<file path="src/design/fme7_pkg.sv">
// shared types and constants for the bank mapper with scanline interrupt
`timescale 1ns / 1ps

package fme7_pkg;

  localparam int unsigned CountShift = 8;
  localparam int unsigned LineStep   = 29099;

  localparam int unsigned CntW   = 24;
  localparam int unsigned ChrW   = 11;
  localparam int unsigned PrgW   = 9;
  localparam int unsigned AddrW  = 16;
  localparam int unsigned DataW  = 8;
  localparam int unsigned SlotW  = 4;
  localparam int unsigned MirW   = 2;
  localparam int unsigned CmdW   = 4;
  localparam int unsigned CfgIdxW = 2;
  localparam int unsigned StepW  = $clog2(DataW);

  localparam logic [CntW-1:0] IrqLimit = CntW'(LineStep + LineStep / 16);
  localparam logic [CntW-1:0] LineStepC = CntW'(LineStep);

  localparam logic OP_CPU_WRITE = 1'b0;
  localparam logic OP_TICK      = 1'b1;

  localparam logic [2:0] ADDR_SELECT  = 3'b100;
  localparam logic [2:0] ADDR_EXECUTE = 3'b101;

  localparam logic [CmdW-1:0] CMD_LAST_CHR = 4'd7;
  localparam logic [CmdW-1:0] CMD_WINDOW   = 4'd8;
  localparam logic [CmdW-1:0] CMD_LAST_PRG = 4'd11;
  localparam logic [CmdW-1:0] CMD_MIRROR   = 4'd12;
  localparam logic [CmdW-1:0] CMD_IRQ_EN   = 4'd13;
  localparam logic [CmdW-1:0] CMD_CNT_LO   = 4'd14;
  localparam logic [CmdW-1:0] CMD_CNT_HI   = 4'd15;

  localparam logic [CfgIdxW-1:0] REG_CHR_COUNT = 2'd0;
  localparam logic [CfgIdxW-1:0] REG_PRG_COUNT = 2'd1;
  localparam logic [CfgIdxW-1:0] REG_SUBMAPPER = 2'd2;

  localparam logic [15:0] KEEP_HIGH = 16'hff00;
  localparam logic [15:0] KEEP_LOW  = 16'h00ff;

  typedef enum logic [1:0] {
    ST_IDLE,
    ST_DIV,
    ST_DONE
  } fme7_state_e;

endpackage

</file>
<file path="src/design/fme7_if.sv">
// handshake channels for input and result words
`timescale 1ns / 1ps

interface fme7_in_if;
  logic                          valid;
  logic                          ready;
  logic                          operation;
  logic [fme7_pkg::AddrW-1:0]    address;
  logic [fme7_pkg::DataW-1:0]    data;

  modport source (output valid, operation, address, data, input ready);
  modport sink   (input valid, operation, address, data, output ready);
endinterface

interface fme7_out_if;
  logic                          valid;
  logic                          ready;
  logic                          bank_update;
  logic [fme7_pkg::SlotW-1:0]    bank_slot;
  logic [fme7_pkg::DataW-1:0]    bank_page;
  logic [fme7_pkg::MirW-1:0]     mirror_mode;
  logic                          irq_request;

  modport source (output valid, bank_update, bank_slot, bank_page, mirror_mode, irq_request,
                  input ready);
  modport sink   (input valid, bank_update, bank_slot, bank_page, mirror_mode, irq_request,
                  output ready);
endinterface

</file>
<file path="src/design/fme7_bank_mapper_irq_unit.sv">
// top level: bank mapper command decoder, scanline interrupt counter, serial modulo unit
//
// in_ch carries one word per cpu write or scanline tick; out_ch returns exactly one
// result word per input word. cfg_we_i / cfg_index_i / cfg_data_i write the pattern
// page count, program page count and submapper flag; the user must write them only
// while the block is idle, as the block itself does not enforce it. state, mirroring
// and the interrupt counter are updated at the edge a word is taken. a bank command
// with a nonzero page count runs the page modulo through one shared restoring
// subtract unit, one data bit per cycle. every word then waits in the result stage
// until the output register is loaded. ready is low while busy, so a new word is
// taken only after the last one has loaded the output register.
// the output register holds a result while out_ch.ready is low; the next word is
// still accepted and waits in the result stage until the register frees up.
// reset clears the command, enable, counter, mirroring, configuration and valid flags.
`timescale 1ns / 1ps

module fme7_bank_mapper_irq_unit (
  input  logic                            clk_i,
  input  logic                            rst_ni,
  input  logic                            cfg_we_i,
  input  logic [fme7_pkg::CfgIdxW-1:0]    cfg_index_i,
  input  logic [fme7_pkg::ChrW-1:0]       cfg_data_i,
  fme7_in_if.sink                         in_ch,
  fme7_out_if.source                      out_ch
);

  fme7_pkg::fme7_state_e state_q, state_d;

  logic [fme7_pkg::ChrW-1:0]   chr_cnt_q;
  logic [fme7_pkg::PrgW-1:0]   prg_cnt_q;
  logic                        sub_q;

  logic [fme7_pkg::CmdW-1:0]   cmd_q, cmd_d;
  logic                        irq_en_q, irq_en_d;
  logic [fme7_pkg::CntW-1:0]   cnt_q, cnt_d;
  logic [fme7_pkg::MirW-1:0]   mirror_q, mirror_d;

  logic [fme7_pkg::StepW-1:0]  step_q, step_d;
  logic [fme7_pkg::ChrW-1:0]   rem_q, rem_d;
  logic [fme7_pkg::DataW-1:0]  dvd_q, dvd_d;
  logic [fme7_pkg::ChrW-1:0]   div_q, div_d;
  logic                        res_upd_q, res_upd_d;
  logic [fme7_pkg::SlotW-1:0]  res_slot_q, res_slot_d;
  logic                        res_irq_q, res_irq_d;

  logic                        out_valid_q;
  logic                        out_upd_q;
  logic [fme7_pkg::SlotW-1:0]  out_slot_q;
  logic [fme7_pkg::DataW-1:0]  out_page_q;
  logic [fme7_pkg::MirW-1:0]   out_mirror_q;
  logic                        out_irq_q;

  logic                        in_ready;
  logic                        accept;
  logic                        load_out;
  logic                        div_last;

  logic                        bank_cmd;
  logic                        need_div;
  logic [fme7_pkg::ChrW-1:0]   divisor;
  logic [15:0]                 unscaled;
  logic [15:0]                 merged;

  logic [fme7_pkg::ChrW:0]     trial;
  logic                        trial_ge;

  // control outputs
  always_comb begin
    in_ready = (state_q == fme7_pkg::ST_IDLE);
    load_out = (state_q == fme7_pkg::ST_DONE) && (!out_valid_q || out_ch.ready);
    div_last = (state_q == fme7_pkg::ST_DIV) && (step_q == '0);
  end

  assign accept       = in_ch.valid && in_ready;
  assign in_ch.ready  = in_ready;

  // next state
  always_comb begin
    state_d = state_q;
    case (state_q)
      fme7_pkg::ST_IDLE: begin
        if (accept) begin
          state_d = need_div ? fme7_pkg::ST_DIV : fme7_pkg::ST_DONE;
        end
      end
      fme7_pkg::ST_DIV: begin
        if (div_last) begin
          state_d = fme7_pkg::ST_DONE;
        end
      end
      fme7_pkg::ST_DONE: begin
        if (load_out) begin
          state_d = fme7_pkg::ST_IDLE;
        end
      end
      default: state_d = fme7_pkg::ST_IDLE;
    endcase
  end

  // command decode
  always_comb begin
    bank_cmd = 1'b0;
    divisor  = '0;
    if (cmd_q <= fme7_pkg::CMD_LAST_CHR) begin
      bank_cmd = 1'b1;
      divisor  = chr_cnt_q;
    end else if (cmd_q == fme7_pkg::CMD_WINDOW) begin
      bank_cmd = !sub_q && !in_ch.data[6];
      divisor  = fme7_pkg::ChrW'(prg_cnt_q);
    end else if (cmd_q <= fme7_pkg::CMD_LAST_PRG) begin
      bank_cmd = 1'b1;
      divisor  = fme7_pkg::ChrW'(prg_cnt_q);
    end
    need_div = (in_ch.operation == fme7_pkg::OP_CPU_WRITE)
               && (in_ch.address[15:13] == fme7_pkg::ADDR_EXECUTE)
               && bank_cmd && (divisor != '0);
  end

  // counter byte merge
  always_comb begin
    unscaled = 16'(cnt_q >> fme7_pkg::CountShift);
    if (cmd_q == fme7_pkg::CMD_CNT_LO) begin
      merged = (unscaled & fme7_pkg::KEEP_HIGH) | 16'(in_ch.data);
    end else begin
      merged = (unscaled & fme7_pkg::KEEP_LOW) | {in_ch.data, 8'h00};
    end
  end

  // shared restoring subtract step
  always_comb begin
    trial    = {rem_q, dvd_q[fme7_pkg::DataW-1]};
    trial_ge = (trial >= {1'b0, div_q});
  end

  // datapath
  always_comb begin
    cmd_d      = cmd_q;
    irq_en_d   = irq_en_q;
    cnt_d      = cnt_q;
    mirror_d   = mirror_q;
    step_d     = step_q;
    rem_d      = rem_q;
    dvd_d      = dvd_q;
    div_d      = div_q;
    res_upd_d  = res_upd_q;
    res_slot_d = res_slot_q;
    res_irq_d  = res_irq_q;

    if (accept) begin
      res_upd_d  = need_div;
      res_slot_d = need_div ? cmd_q : '0;
      res_irq_d  = 1'b0;
      rem_d      = '0;
      dvd_d      = in_ch.data;
      div_d      = divisor;
      step_d     = fme7_pkg::StepW'(fme7_pkg::DataW - 1);
      if (in_ch.operation == fme7_pkg::OP_TICK) begin
        if (irq_en_q) begin
          if (cnt_q <= fme7_pkg::IrqLimit) begin
            res_irq_d = 1'b1;
            cnt_d     = '0;
            irq_en_d  = 1'b0;
          end else begin
            cnt_d = cnt_q - fme7_pkg::LineStepC;
          end
        end
      end else if (in_ch.address[15:13] == fme7_pkg::ADDR_SELECT) begin
        cmd_d = in_ch.data[fme7_pkg::CmdW-1:0];
      end else if (in_ch.address[15:13] == fme7_pkg::ADDR_EXECUTE) begin
        case (cmd_q)
          fme7_pkg::CMD_MIRROR: mirror_d = in_ch.data[fme7_pkg::MirW-1:0];
          fme7_pkg::CMD_IRQ_EN: irq_en_d = (in_ch.data != '0);
          fme7_pkg::CMD_CNT_LO,
          fme7_pkg::CMD_CNT_HI: begin
            cnt_d = fme7_pkg::CntW'(32'(merged) << fme7_pkg::CountShift);
          end
          default: ;
        endcase
      end
    end else if (state_q == fme7_pkg::ST_DIV) begin
      rem_d  = trial_ge ? fme7_pkg::ChrW'(trial - {1'b0, div_q}) : trial[fme7_pkg::ChrW-1:0];
      dvd_d  = {dvd_q[fme7_pkg::DataW-2:0], 1'b0};
      step_d = step_q - 1'b1;
    end
  end

  always_ff @(posedge clk_i or negedge rst_ni) begin
    if (!rst_ni) begin
      state_q     <= fme7_pkg::ST_IDLE;
      chr_cnt_q   <= '0;
      prg_cnt_q   <= '0;
      sub_q       <= 1'b0;
      cmd_q       <= '0;
      irq_en_q    <= 1'b0;
      cnt_q       <= '0;
      mirror_q    <= '0;
      step_q      <= '0;
      out_valid_q <= 1'b0;
    end else begin
      state_q  <= state_d;
      cmd_q    <= cmd_d;
      irq_en_q <= irq_en_d;
      cnt_q    <= cnt_d;
      mirror_q <= mirror_d;
      step_q   <= step_d;
      if (cfg_we_i) begin
        case (cfg_index_i)
          fme7_pkg::REG_CHR_COUNT: chr_cnt_q <= cfg_data_i;
          fme7_pkg::REG_PRG_COUNT: prg_cnt_q <= cfg_data_i[fme7_pkg::PrgW-1:0];
          fme7_pkg::REG_SUBMAPPER: sub_q     <= cfg_data_i[0];
          default: ;
        endcase
      end
      if (load_out) begin
        out_valid_q <= 1'b1;
      end else if (out_ch.ready) begin
        out_valid_q <= 1'b0;
      end
    end
  end

  always_ff @(posedge clk_i) begin
    rem_q      <= rem_d;
    dvd_q      <= dvd_d;
    div_q      <= div_d;
    res_upd_q  <= res_upd_d;
    res_slot_q <= res_slot_d;
    res_irq_q  <= res_irq_d;
    if (load_out) begin
      out_upd_q    <= res_upd_q;
      out_slot_q   <= res_slot_q;
      out_page_q   <= rem_q[fme7_pkg::DataW-1:0];
      out_mirror_q <= mirror_q;
      out_irq_q    <= res_irq_q;
    end
  end

  assign out_ch.valid       = out_valid_q;
  assign out_ch.bank_update = out_upd_q;
  assign out_ch.bank_slot   = out_slot_q;
  assign out_ch.bank_page   = out_page_q;
  assign out_ch.mirror_mode = out_mirror_q;
  assign out_ch.irq_request = out_irq_q;

`ifndef NO_ASSERTIONS
  a_accept_leaves_idle: assert property (@(posedge clk_i) disable iff (!rst_ni)
    accept |=> (state_q != fme7_pkg::ST_IDLE))
    else $error("accepted word did not start work");

  a_rem_below_div: assert property (@(posedge clk_i) disable iff (!rst_ni)
    (state_q == fme7_pkg::ST_DIV) |-> (rem_q < div_q))
    else $error("partial remainder not below divisor");

  a_irq_clears_state: assert property (@(posedge clk_i) disable iff (!rst_ni)
    (load_out && res_irq_q) |-> (!irq_en_q && (cnt_q == '0)))
    else $error("interrupt raised without clearing enable and counter");

  a_no_update_zero_page: assert property (@(posedge clk_i) disable iff (!rst_ni)
    (load_out && !res_upd_q) |-> (rem_q == '0) && (res_slot_q == '0))
    else $error("idle bank fields not zero");
`endif

endmodule

</file>
<file path="src/flat_wrapper.sv">
// flat-port wrapper written by rule: the top's interface ports become plain ports
module fme7_bank_mapper_irq_unit_flat 
  (clk_i, rst_ni, cfg_we_i, cfg_index_i, cfg_data_i, in_ch_valid, in_ch_operation, in_ch_address, in_ch_data, in_ch_ready, out_ch_valid, out_ch_bank_update, out_ch_bank_slot, out_ch_bank_page, out_ch_mirror_mode, out_ch_irq_request, out_ch_ready);
  fme7_in_if in_ch_i ();
  fme7_out_if out_ch_i ();
  input  logic clk_i;
  input  logic rst_ni;
  input  logic cfg_we_i;
  input  logic [fme7_pkg::CfgIdxW-1:0] cfg_index_i;
  input  logic [fme7_pkg::ChrW-1:0] cfg_data_i;
  input wire logic [$bits(in_ch_i.valid)-1:0] in_ch_valid;
  input wire logic [$bits(in_ch_i.operation)-1:0] in_ch_operation;
  input wire logic [$bits(in_ch_i.address)-1:0] in_ch_address;
  input wire logic [$bits(in_ch_i.data)-1:0] in_ch_data;
  output wire logic [$bits(in_ch_i.ready)-1:0] in_ch_ready;
  output wire logic [$bits(out_ch_i.valid)-1:0] out_ch_valid;
  output wire logic [$bits(out_ch_i.bank_update)-1:0] out_ch_bank_update;
  output wire logic [$bits(out_ch_i.bank_slot)-1:0] out_ch_bank_slot;
  output wire logic [$bits(out_ch_i.bank_page)-1:0] out_ch_bank_page;
  output wire logic [$bits(out_ch_i.mirror_mode)-1:0] out_ch_mirror_mode;
  output wire logic [$bits(out_ch_i.irq_request)-1:0] out_ch_irq_request;
  input wire logic [$bits(out_ch_i.ready)-1:0] out_ch_ready;
  assign in_ch_i.valid = in_ch_valid;
  assign in_ch_i.operation = in_ch_operation;
  assign in_ch_i.address = in_ch_address;
  assign in_ch_i.data = in_ch_data;
  assign in_ch_ready = in_ch_i.ready;
  assign out_ch_valid = out_ch_i.valid;
  assign out_ch_bank_update = out_ch_i.bank_update;
  assign out_ch_bank_slot = out_ch_i.bank_slot;
  assign out_ch_bank_page = out_ch_i.bank_page;
  assign out_ch_mirror_mode = out_ch_i.mirror_mode;
  assign out_ch_irq_request = out_ch_i.irq_request;
  assign out_ch_i.ready = out_ch_ready;
  fme7_bank_mapper_irq_unit u_core (.clk_i(clk_i), .rst_ni(rst_ni), .cfg_we_i(cfg_we_i), .cfg_index_i(cfg_index_i), .cfg_data_i(cfg_data_i), .in_ch(in_ch_i), .out_ch(out_ch_i));
endmodule
</file>
<file path="config.mk">
export PLATFORM = sky130hd
export DESIGN_NAME = fme7_bank_mapper_irq_unit_flat
export DESIGN_NICKNAME = d
export VERILOG_FILES = /design/src/design/fme7_pkg.sv /design/src/design/fme7_if.sv /design/src/design/fme7_bank_mapper_irq_unit.sv /design/src/flat_wrapper.sv
export SDC_FILE = /design/constraint.sdc
export NUM_CORES = 1
export LEC_CHECK = 0
export BUFFER_PORTS_ARGS = -buffer_cell sky130_fd_sc_hd__buf_2
export CAP_MARGIN = 5
export CORE_MARGIN = 2
export CORE_UTILIZATION = 59
export CTS_BUF_LIST = sky130_fd_sc_hd__clkbuf_16
export DETAILED_ROUTE_END_ITERATION = 8
export PLACE_DENSITY = 0.8
export SYNTH_ARGS = -nofsm -noshare
export SYNTH_HDL_FRONTEND = slang
export SYNTH_SLANG_ARGS = --single-unit
</file>
<file path="constraint.sdc">
create_clock -name clk_i -period 7.3 [get_ports clk_i]
set_clock_uncertainty 0.15 [all_clocks]
set_input_delay 1.46 -clock clk_i [delete_from_list [all_inputs] [get_ports clk_i]]
set_output_delay 1.46 -clock clk_i [all_outputs]
set_load 0.02 [all_outputs]
</file>
==> impl_metrics.yaml <==
cells_and_area:
  final_cell_mix: "nand2_1 (71), dfrtp_1 (58), buf_2 (47)"
  final_net_count: 661
  fin_cells: 735
  multi_input_area_sq_um: 2500
  synthToLayoutAreaGrowth_pct: 11.6
  mostFrequentLayoutCell: "nand2_1"
  fillers: 696
  drive_above_1_share_pct: 15.5
  diodes: 0
  regArea_sq_um: 2900
placement:
  pre_cts_ws_ns: 3.31
  gp_congestion: 0.949
  placed_cells: 719
  place_hpwl_um: 8730
  port_buffers: 47
drt:
  drt-initial-drc-count: 278
  wl_met2_um: 5850
  wl_per_cell_um: 17.1
  first_pass_iters: 5
  via_count: 4577
  dr_wl_met3_um: 1040
  routed_wl_um: 12500
  wirelength_met1_um: 5380
  top_layer_used: "met4"
  final_antenna_net_count: 0
  remaining_drc_errors: 0
  avgViaCountPerCell: 6.23
yosys:
  synthArstFlopShare_pct: 52.7
  avgSynthCellArea_sq_um: 10.1
  yosysTopAreaCell: "dfrtp_1"
  synth_top_area_share_pct: 25.8
  yosysWarningCount: 0
  synth_area_leaders: "dfrtp_1 (26%), edfxtp_1 (22%), nand2_1 (4.7%)"
  ys.flop_type: "dfrtp_1"
  ys_types: 59
  synth_seq_area_share_pct: 51.7
  syn_area_sq_um: 5620
  synth_edf_count: 41
  synth.net_count: 618
  ys_seq_elements: 110
  synthCells: 558
critical_path:
  arrival_ns: 3.83
  critPathCapture: "u_core.cnt_q[16]$_DFFE_PN0P_"
  max_stage_delay_ns: 0.64
  critPathMaxFanout: 19
  cp-end-kind: "register"
  r2r-start: "u_core.state_q[0]$_DFFE_PN0P_"
  ff2ff_path_depth: 6
  cp-startpoint: "in_ch_valid"
  rrSetupSlack_ns: 4.23
  reg2reg_to: "u_core.cnt_q[16]$_DFFE_PN0P_"
  crit_slowest_cell: "or3b_1"
  crit_chain: "buf_2 -> or3b_1 -> nor2_1 -> nand3b_1 -> a21oi_2 -> nand2_1 -> o311ai_0"
  critical_path_class: "input pin to register"
  worst-endpoint-required_ns: 7.37
  crit_path_start_kind: "input pin"
global_routing:
  grt_overflow_total: 0
  grt_pass1_vias: 4391
  grt_first_pass_wirelength_um: 21100
  grt_max_degree: 59
  grt_usage_pct: 26.0
  antenna_found_initial: 0
sta:
  max_freq_mhz: 266
  worst_slack_ns: 3.54
  tightestPinTransition_ns: 1.22
  finalSetupViolations: 0
  finalCritPeriodShare_pct: 51.5
  slew_violations: 0
  setup_tns_ns: 0
  final.min_clock_period_ns: 3.76
  slew_headroom_pct: 18.5
  rsz0062_at_grt: "false"
  hold_violations: 0
floorplanning:
  die_y_um: 102
  die-area_sq_um: 10300
  io_pins: 61
  rows: 35
  dieWidth_um: 102
  core_area_sq_um: 9240
  start_util_pct: 60.8
outcome:
  status: "finished clean"
worst_hold_path:
  hold_class: "register to register"
cts:
  cts_tree: "done"
  worstSkewPairLatency_ns: 0.36
  cts-resized-gates: 0
  ctsHoldBuffers: 0
  cts-buffers-inserted: 9
  clk_pin_slew_worst_paths_ns: 0.08
  cts_setup_buffers: 0
  cts.sinks: 110
  htree_levels: 3
  cts_root_buf: "clkbuf_16"
  cts_buffer_depth: 2
pwr:
  peakVddDrop_v: 0.000179
  power.density_nw_per_um2: 331
  leakage_uw: 0.00263
job:
  maxCapViolations: 0
==> cell families (layout without fill, tap and decap cells) <==
logic type | after synthesis | count (layout) | synth area share [%]
AND/OR/NAND/NOR | 191 | 191 | 17.1
AO/OA/AOI/OAI | 158 | 158 | 18.8
flip-flops | 110 | 110 | 51.7
buffers and inverters | 58 | 106 | 3.94
multiplexers | 19 | 19 | 3.81
adder cells (fa/ha/maj) | 17 | 17 | 3.92
XOR/XNOR | 5 | 5 | 0.780
==> area by class of cell <==
cell class	instances	share of cell area [%]
Clock buffer	9	3.59
Clock inverter	7	1.06
Inverter	39	2.33
Multi-Input combinational cell	390	39.9
Sequential cell	110	46.3
Tap cell	129	2.57
Timing Repair Buffer	51	4.23
==> critical path: cells and delay by family <==
kind                   cells  cell delay [ns]
AO/OA/AOI/OAI              2             0.85
AND/OR/NAND/NOR            4             1.40
buffers and inverters      1             0.10
==> per-stage QoR <==
stage | utilization (%) | hold WS, ns | cell area, sq um | total power, uW
final | 67.9 | 0.268 | 6270 | 2080
after floorplan | - | 0.250 | 5620 | 1410
after global routing | 67.9 | 0.270 | 6270 | 2210
after detailed placement | 64.7 | 0.255 | 5980 | 1600
after CTS | 67.9 | 0.269 | 6270 | 2080
after global placement | 64.7 | 0.253 | 5980 | 1560
==> cell usage after synthesis, types with 8 or more instances <==
cell type	number
ha_1	16
nand2_1	71
nor3_1	9
a21oi_1	28
clkbuf_1	16
dfrtp_1	58
nor2_1	28
and3_1	8
inv_1	39
mux2_2	19
nor2b_1	8
edfxtp_1	41
dfxtp_1	11
nand2b_1	10
nand3_1	12
o21ai_0	43
==> how the worst min path moves through the flow <==
stage                     slack [ns]                              endpoint                               start  cells after the start
final                           0.27  u_core.out_ch.bank_slot[1]$_DFFE_PP_  u_core.res_slot_q[1]$_SDFFCE_PN0P_                      0
after CTS                       0.27  u_core.out_ch.bank_slot[1]$_DFFE_PP_  u_core.res_slot_q[1]$_SDFFCE_PN0P_                      0
after detailed placement        0.25  u_core.out_ch.bank_slot[2]$_DFFE_PP_  u_core.res_slot_q[2]$_SDFFCE_PN0P_                      0
after global routing            0.27  u_core.out_ch.bank_slot[1]$_DFFE_PP_  u_core.res_slot_q[1]$_SDFFCE_PN0P_                      0
after floorplan                 0.25  u_core.out_ch.bank_slot[0]$_DFFE_PP_  u_core.res_slot_q[0]$_SDFFCE_PN0P_                      0
after global placement          0.25   u_core.out_ch.bank_update$_DFFE_PP_          u_core.res_upd_q$_DFFE_PP_                      0
==> per-layer routing <==
| layer | track usage (%) | vias up |
|---|---|---|
| li1 | - | 2155 |
| met5 | 0 | - |
| met2 | 40.2 | 223 |
| met4 | 10.5 | 0 |
| met3 | 5.18 | 30 |
| met1 | 36.3 | 2169 |
==> sequential cells by signal, summed over array words and instances, names as in the netlist, 4 cells and up <==
signal                   flops
u_core.chr_cnt_q            11
u_core.rem_q                11
u_core.res_slot_q            4
u_core.cmd_q                 4
u_core.out_ch.bank_page      8
u_core.out_ch.bank_slot      4
u_core.prg_cnt_q             9
u_core.cnt_q                24
u_core.dvd_q                 8
u_core.div_q                11
==> power breakdown <==
group	leakage (uW)	switching [uW]	internal, uW
sequential	0.00119	151	845
combinational	0.00129	372	232
clock	0.000147	237	240
total	0.00263	759	1320
Note: power is estimated with default switching activity, not from simulation.
